--- config.mk ---
export PLATFORM = sky130hd
export DESIGN_NAME = bbn_mul
export DESIGN_NICKNAME = d
export VERILOG_FILES = /design/src/rtl/bbn_pkg.sv /design/src/rtl/bbn_mul.sv
export SDC_FILE = /design/constraint.sdc
export NUM_CORES = 2
export LEC_CHECK = 0
export BUFFER_PORTS_ARGS = -buffer_cell sky130_fd_sc_hd__buf_2
export CORE_UTILIZATION = 65
export CTS_CLUSTER_DIAMETER = 60
export DETAILED_ROUTE_END_ITERATION = 8
export PLACE_DENSITY_LB_ADDON = 0.3
export SLEW_MARGIN = 15
export SYNTH_ARGS = -nofsm -noshare
export SYNTH_HDL_FRONTEND = slang
export SYNTH_SLANG_ARGS = --single-unit
--- constraint.sdc ---
create_clock -name clk -period 10.7 [get_ports clk]
set_clock_uncertainty 0.2 [all_clocks]
set_input_delay 0.535 -clock clk [delete_from_list [all_inputs] [get_ports clk]]
set_output_delay 0.535 -clock clk [all_outputs]
set_load 0.03 [all_outputs]
--- src/rtl/bbn_pkg.sv ---
// Bounding box normalize: shared types and constants.
// Used by bbn_mul and bounding_box_normalize; no dependencies.
`timescale 1ns / 1ps

package bbn_pkg;

  localparam int DATA_W    = 32;   // coordinate and scale width
  localparam int EXT_W     = 34;   // signed per-axis extent
  localparam int N_W       = 36;   // signed offset numerator
  localparam int INV_W     = 48;   // reciprocal of the extent, 2^47 / E
  localparam int MUL_W     = 64;   // multiplier operand width
  localparam int HALF_W    = 32;   // partial product slice
  localparam int PROD_W    = 128;  // multiplier result width
  localparam int NUM_AXES  = 3;
  localparam int AXIS_W    = 2;
  localparam int DIV_CNT_W = 6;
  localparam int CFG_ADDR_W = 1;

  localparam logic [AXIS_W-1:0]    LAST_AXIS    = 2'd2;
  localparam logic [DIV_CNT_W-1:0] DIV_TOP_BIT  = 6'd47;
  localparam logic [2:0]           MUL_PP_STEPS = 3'd4;
  localparam logic [2:0]           MUL_LAST     = 3'd5;

  localparam logic KIND_MEASURE   = 1'b0;
  localparam logic KIND_TRANSFORM = 1'b1;

  localparam logic [CFG_ADDR_W-1:0] REG_SCALE  = 1'd0;
  localparam logic [CFG_ADDR_W-1:0] REG_CENTER = 1'd1;

  typedef enum logic [3:0] {
    ST_IDLE,
    ST_MEAS,
    ST_EXT,
    ST_INV,
    ST_DIV,
    ST_CHECK,
    ST_NFORM,
    ST_MUL1,
    ST_MUL2,
    ST_DONE
  } state_t;

  typedef struct packed {
    logic start;
    logic neg;
  } mul_req_t;

  typedef struct packed {
    logic busy;
    logic done;
  } mul_stat_t;

endpackage

--- src/rtl/bbn_mul.sv ---
// Iterative 64x64 multiplier: one 32x32 partial product per cycle, then sign fix-up.
// Depends on bbn_pkg.
`timescale 1ns / 1ps

module bbn_mul (
  input  logic                           clk,
  input  logic                           rst,
  input  bbn_pkg::mul_req_t              req,
  input  logic [bbn_pkg::MUL_W-1:0]      a,
  input  logic [bbn_pkg::MUL_W-1:0]      b,
  output bbn_pkg::mul_stat_t             stat,
  output logic [bbn_pkg::PROD_W-1:0]     prod
);
  import bbn_pkg::*;

  logic              busy;
  logic              done;
  logic [2:0]        cnt;
  logic [MUL_W-1:0]  op_a;
  logic [MUL_W-1:0]  op_b;
  logic              neg;
  logic [MUL_W-1:0]  pp;
  logic [PROD_W-1:0] acc;
  logic [1:0]        ps;
  logic [PROD_W-1:0] pp_ext;
  logic [PROD_W-1:0] pp_sh;
  logic [HALF_W-1:0] a_half;
  logic [HALF_W-1:0] b_half;

  assign a_half = cnt[0] ? op_a[MUL_W-1:HALF_W] : op_a[HALF_W-1:0];
  assign b_half = cnt[1] ? op_b[MUL_W-1:HALF_W] : op_b[HALF_W-1:0];
  assign ps     = cnt[1:0] - 2'd1;
  assign pp_ext = {{(PROD_W-MUL_W){1'b0}}, pp};

  always_comb begin
    case (ps)
      2'd0:       pp_sh = pp_ext;
      2'd1, 2'd2: pp_sh = pp_ext << HALF_W;
      default:    pp_sh = pp_ext << MUL_W;
    endcase
  end

  always_ff @(posedge clk) begin
    if (rst) begin
      busy <= 1'b0;
      done <= 1'b0;
      cnt  <= '0;
    end else begin
      done <= 1'b0;
      if (req.start) begin
        busy <= 1'b1;
        cnt  <= '0;
      end else if (busy) begin
        cnt <= cnt + 3'd1;
        if (cnt == MUL_LAST) begin
          busy <= 1'b0;
          done <= 1'b1;
        end
      end
    end
  end

  always_ff @(posedge clk) begin
    if (req.start) begin
      op_a <= a;
      op_b <= b;
      neg  <= req.neg;
      acc  <= '0;
    end else if (busy) begin
      if (cnt < MUL_PP_STEPS) begin
        pp <= a_half * b_half;
      end
      if (cnt == MUL_LAST) begin
        acc <= neg ? (~acc + PROD_W'(1)) : acc;
      end else if (cnt != 3'd0) begin
        acc <= acc + pp_sh;
      end
    end
  end

  assign stat.busy = busy;
  assign stat.done = done;
  assign prod      = acc;

endmodule

Yosys cells after proc, flatten, opt, wreduce, memory -nomap -nowiden
Index checks and enable logic that the tools add are counted.
Storage, ports and cells
  register bits: 326
  word-level logic and storage cells: 39
  output and inout bits: 130
  input port bits: 132
Cells by class
  eq/ne operators: 4
  mux-type cells: 10
  $lt $le $gt $ge: 1
  reduce and logical (&&, ||, !) cells: 8
  bitwise logic cells: 3
  multiply operators: 1
  $add $sub $neg: 4
Operator list (count)
  $mux 128: 3
  $pmux 128 s2: 1
  $add 128x1->128 const B: 1
  $add 128x128->128: 1
  $not 128->128: 1
  $mul 32x32->64: 1
  $mux 32: 2
  $reduce_and 3->1: 2
  $mux 1: 4
  $reduce_or 2->1: 2
  $add 3x1->3 const B: 1
  $eq 3x3->1 const B: 1
  $lt 3x3->1 const B: 1
  $reduce_bool 3->1: 1
  $reduce_or 3->1: 1
  $eq 2x1->1 const B: 1
  $eq 2x2->1 const B: 1
  $logic_not 2->1: 1
  $ne 2x2->1 const B: 1
  $not 1->1: 2
  $reduce_bool 2->1: 1
  $sub 2x1->2 const B: 1

Longest topological paths before layout
  word-level depth: 7
  mapped depth: 35
  mapped depth without buffers: 30

Least setup slack after synthesis
No wires, ideal clock.
  path type: flip-flop to flip-flop
  from: register cnt[0]
  to: register pp[61] (data pin)
  data arrival time: 8.800 ns
  stages on the path, launching flop included: 33
  setup time: 0.258 ns
  buffers on the path: 4
  setup slack: 1.443 ns
  data required time: 10.242 ns
  cell sequence: dfxtp_1 > clkbuf_1 > buf_1 > buf_1 > mux2i_1 > clkbuf_1 > nor2_1 > fa_1 > inv_1 > fa_1 > fa_1 > fa_1 > inv_1 > fa_1 > inv_1 > fa_1 > inv_1 > fa_1 > inv_1 > fa_1 > inv_1 > ha_1 > a21oi_1 > o21ai_0 > a2111oi_0 > inv_1 > o2111ai_1 > a21oi_1 > nor4_1 > o311ai_0 > a311o_1 > a21oi_1 > xnor2_1
Between the ends
  longest elaborated chain between the ends: 2
RTL lines
  start, declared: RTL line bbn_mul.sv:18  | logic [2:0] cnt;
  start signal, assigned: RTL line bbn_mul.sv:54  | cnt <= cnt + 3'd1;
  $mux 32: RTL line bbn_mul.sv:30  | assign a_half = cnt[0] ? op_a[MUL_W-1:HALF_W] : op_a[HALF_W-1:0];
  $mul 32x32->64: RTL line bbn_mul.sv:71  | pp <= a_half * b_half;
  end signal, assigned: RTL line bbn_mul.sv:71
  end, declared: RTL line bbn_mul.sv:22  | logic [MUL_W-1:0] pp;
No other way between the ends.
A chain may end at the register's enable or synchronous reset.

Final worst setup path
  from: register cnt[1]
  to: register pp[59] (data pin)
Between the ends
  longest elaborated chain between the ends: 2
RTL lines
  $mux 32: RTL line bbn_mul.sv:31  | assign b_half = cnt[1] ? op_b[MUL_W-1:HALF_W] : op_b[HALF_W-1:0];
  $mul 32x32->64: RTL line bbn_mul.sv:71
No other way between the ends.

==> results.json <==
{
  "outcome": "finished, violations left",
  "failed_checks": "design-rule violations",
  "drtPass1Iterations": 9,
  "delay_of_the_slowest_cell_on_the_worst_path_ns": 0.70,
  "timing_hold_violations_final": 0,
  "synth-async-reset-ratio_pct": 0,
  "period_share_pct": 97.0,
  "max-slew-margin-rel_pct": 9.73,
  "postSynthNetCount": 8052,
  "sum_of_negative_setup_slack_ns": 0,
  "wire_per_inst_um": 29.2,
  "post_cts.repair.setup_buffers": 0,
  "synthDistinctLibCells": 80,
  "die-width_um": 297,
  "synth_edf_count": 193,
  "syn_area_um2": 56500,
  "min_path_type": "input port to register",
  "post_route_cells_drive_above_1_share_pct": 8.84,
  "slew_violations": 0,
  "vias_per_cell": 6.78,
  "tightestPinTransition_ns": 1.33,
  "cp_common_cell": "sky130_fd_sc_hd__inv_1",
  "clk_pin_slew_ns": 0.06,
  "area_delta_synth_final_pct": 9.53,
  "fin_nets": 8268,
  "grt_usage_pct": 52.8,
  "required_ns": 10.89,
  "dr_total_vias": 54400,
  "critical_path.n_buffers_inverters": 10,
  "setup.worst_path.start_class": "register",
  "placement.cell_area_um2": 59100,
  "timing.setup.critical_path_class": "register to register",
  "report.final.setup_viol": 0,
  "core_region_area_um2": 85500,
  "grt_antenna_before_repair": 8,
  "cts_num_sinks": 326,
  "drc_errors": 26,
  "grt_max_degree": 87,
  "synth_seq_area_share_pct": 15.0,
  "final_antenna_net_count": 0,
  "detailed_place_hpwl_mm": 173,
  "unrepaired_setup_endpoints_after_global_routing": "no",
  "critical_path.endpoint_type": "register",
  "fill_cells": 6201,
  "final_critical_path_required_period_ns": 10.38,
  "grt_remaining_overflow": 0,
  "top_level_ports": 262,
  "worst_slack_ns": 0.321,
  "final_design_area_no_fill_um2": 61800,
  "crit_slowest_cell": "sky130_fd_sc_hd__a2111oi_1",
  "clock_insertion_delay_worst_skew_ns": 0.64,
  "last_weighted_congestion_value_of_the_routability_driven_placer": 1.07,
  "tritoncts.num_buffers": 41,
  "rows": 107,
  "cp_data_arrival_time_ns": 10.57,
  "drv.max_cap_violation_count": 0,
  "grt_pass1_wl_mm": 344,
  "start_util_pct": 66.0,
  "die_height_um": 297,
  "synthFlopType": "sky130_fd_sc_hd__edfxtp_1",
  "synth.yosys.warnings": 0,
  "totalWireLength_mm": 234,
  "numPortBuffers": 261,
  "critical_path.max_fanout": 23,
  "dr.first_iter.drc_count": 8036,
  "floorplan.die_area_um2": 88100,
  "tritoncts": "done",
  "clock_tree.root_cell": "sky130_fd_sc_hd__clkbuf_16",
  "postSynthAreaPerCell_um2": 8.52,
  "syn-instance-count": 6628,
  "cts_htree_levels": 2,
  "ys_ff_latch": 326,
  "clockBufferDepth": 3,
  "pre_cts_slack_ns": 0.648,
  "critical_path.top_delay_family": "adder cells",
  "fmaxAchievable_ghz": 0.0964,
  "grt_pass1_vias": 55300
}
[timing repair]
item | in CTS | in global routing
endpoints found under the setup margin | 0 | 4
endpoints found under the hold margin | 129 | 0
hold buffers | 129 | 0
resized for setup | 0 | 2
[Yosys cell counts (9+ instances only)]
library cell | count | area, um2
sky130_fd_sc_hd__edfxtp_1 | 193 | 5800
sky130_fd_sc_hd__inv_1 | 925 | 3470
sky130_fd_sc_hd__nor2_1 | 869 | 3260
sky130_fd_sc_hd__clkbuf_1 | 314 | 1180
sky130_fd_sc_hd__a221oi_1 | 17 | 149
sky130_fd_sc_hd__a22oi_1 | 13 | 97.6
sky130_fd_sc_hd__nor2b_1 | 24 | 150
sky130_fd_sc_hd__o221ai_1 | 10 | 87.6
sky130_fd_sc_hd__nand3_1 | 74 | 370
sky130_fd_sc_hd__or2_2 | 13 | 81.3
sky130_fd_sc_hd__o21a_1 | 29 | 218
sky130_fd_sc_hd__nand4_1 | 82 | 513
sky130_fd_sc_hd__nand2_1 | 745 | 2800
sky130_fd_sc_hd__o31ai_1 | 15 | 113
sky130_fd_sc_hd__dfxtp_1 | 133 | 2660
sky130_fd_sc_hd__nor3_1 | 114 | 571
sky130_fd_sc_hd__mux2i_1 | 73 | 731
sky130_fd_sc_hd__a211oi_1 | 47 | 353
sky130_fd_sc_hd__o22ai_1 | 28 | 175
sky130_fd_sc_hd__and2_1 | 73 | 457
sky130_fd_sc_hd__buf_1 | 26 | 97.6
sky130_fd_sc_hd__mux2_2 | 65 | 732
sky130_fd_sc_hd__fa_1 | 897 | 18000
sky130_fd_sc_hd__nand2b_1 | 35 | 219
sky130_fd_sc_hd__o21ai_0 | 271 | 1360
sky130_fd_sc_hd__or4_1 | 20 | 150
sky130_fd_sc_hd__or3_1 | 32 | 200
sky130_fd_sc_hd__and4_1 | 11 | 96.3
sky130_fd_sc_hd__a21oi_1 | 411 | 2060
sky130_fd_sc_hd__a21boi_0 | 15 | 113
sky130_fd_sc_hd__and3_1 | 31 | 194
sky130_fd_sc_hd__a31oi_1 | 61 | 382
sky130_fd_sc_hd__nor4_1 | 39 | 244
sky130_fd_sc_hd__o211ai_1 | 15 | 113
sky130_fd_sc_hd__o31a_1 | 9 | 78.8
sky130_fd_sc_hd__xor2_1 | 68 | 596
sky130_fd_sc_hd__a22o_1 | 65 | 569
sky130_fd_sc_hd__a21o_1 | 106 | 796
sky130_fd_sc_hd__ha_1 | 395 | 4940
sky130_fd_sc_hd__xnor2_1 | 101 | 885
sky130_fd_sc_hd__o21bai_1 | 43 | 323
[state kept, by name, indices dropped and copies added, names as in the netlist]
signal  count
prod      128
op_a       64
op_b       64
pp         64
cnt         3
busy        1
done        1
neg         1
[layout by cell type (no fill, tap or decap), types with 32 or more instances in the layout]
cell type	count
sky130_fd_sc_hd__nand4_1	82
sky130_fd_sc_hd__and2_1	72
sky130_fd_sc_hd__edfxtp_1	193
sky130_fd_sc_hd__a22o_1	65
sky130_fd_sc_hd__nor2_1	865
sky130_fd_sc_hd__nor3_1	114
sky130_fd_sc_hd__a211oi_1	47
sky130_fd_sc_hd__nand3_1	74
sky130_fd_sc_hd__buf_4	128
sky130_fd_sc_hd__dlygate4sd3_1	129
sky130_fd_sc_hd__o21ai_0	271
sky130_fd_sc_hd__or3_1	32
sky130_fd_sc_hd__dfxtp_1	131
sky130_fd_sc_hd__inv_1	925
sky130_fd_sc_hd__mux2i_2	38
sky130_fd_sc_hd__a21oi_1	411
sky130_fd_sc_hd__a31oi_1	61
sky130_fd_sc_hd__xor2_1	68
sky130_fd_sc_hd__buf_2	260
sky130_fd_sc_hd__nand2b_1	35
sky130_fd_sc_hd__fa_1	897
sky130_fd_sc_hd__ha_1	394
sky130_fd_sc_hd__clkbuf_16	42
sky130_fd_sc_hd__o21bai_1	43
sky130_fd_sc_hd__nor4_1	39
sky130_fd_sc_hd__mux2_2	65
sky130_fd_sc_hd__a21o_1	106
sky130_fd_sc_hd__xnor2_1	101
sky130_fd_sc_hd__nand2_1	744
[cell type report]
cell class	count	area (um2)	share of cell area, %
inverters	926	3480	5.62
clock buffers	47	1070	1.73
flip-flops and latches	326	8470	13.7
diodes	3	7.51	0.0121
multi-input cells	5029	43500	70.3
clock inverters	29	314	0.508
well taps	1144	1430	2.31
repair buffers	520	3610	5.83
[layer usage]
layer | up-vias | GRT usage (%) | share of wire [%]
met5 | - | 2.60 | 0.13
met4 | 14 | 43.8 | 11
met3 | 1566 | 20.8 | 15
met2 | 4909 | 77.3 | 41
met1 | 25700 | 60.9 | 33
li1 | 22300 | - | -
[stage by stage]
step                std cells  hold WS, ns  utilization (%)
CTS                      8021       0.0976             72.3
global route             8022        0.133             72.3
finish                   8024        0.137             72.3
global placement         7816        0.349             69.1
floorplan                6628        0.362                -
detailed placement       7816        0.364             69.1
[cells by family after synthesis]
logic type	Yosys count	share of synthesized area [%]
flip-flops	326	15.0
XOR/XNOR	169	2.62
adder cells (fa/ha/maj)	1292	40.6
AND/OR/NAND/NOR	2202	17.2
buffers and inverters	1273	8.52
AO/OA/AOI/OAI	1228	13.6
multiplexers	138	2.59
[final timing paths]
kind	slack (ns)	from	endpoint	depth (start not counted)
worst max-delay path	0.32	cnt[1]	pp[59]	31
worst min-delay path	0.14	rst	busy	2
worst max register to register	0.32	cnt[1]	pp[59]	31
worst min register to register	0.38	prod[9]	prod[9]	2
Power is left out: the tool's default activity adds up to more than one toggle a clock period on the data nets, which glitch-free logic cannot reach.
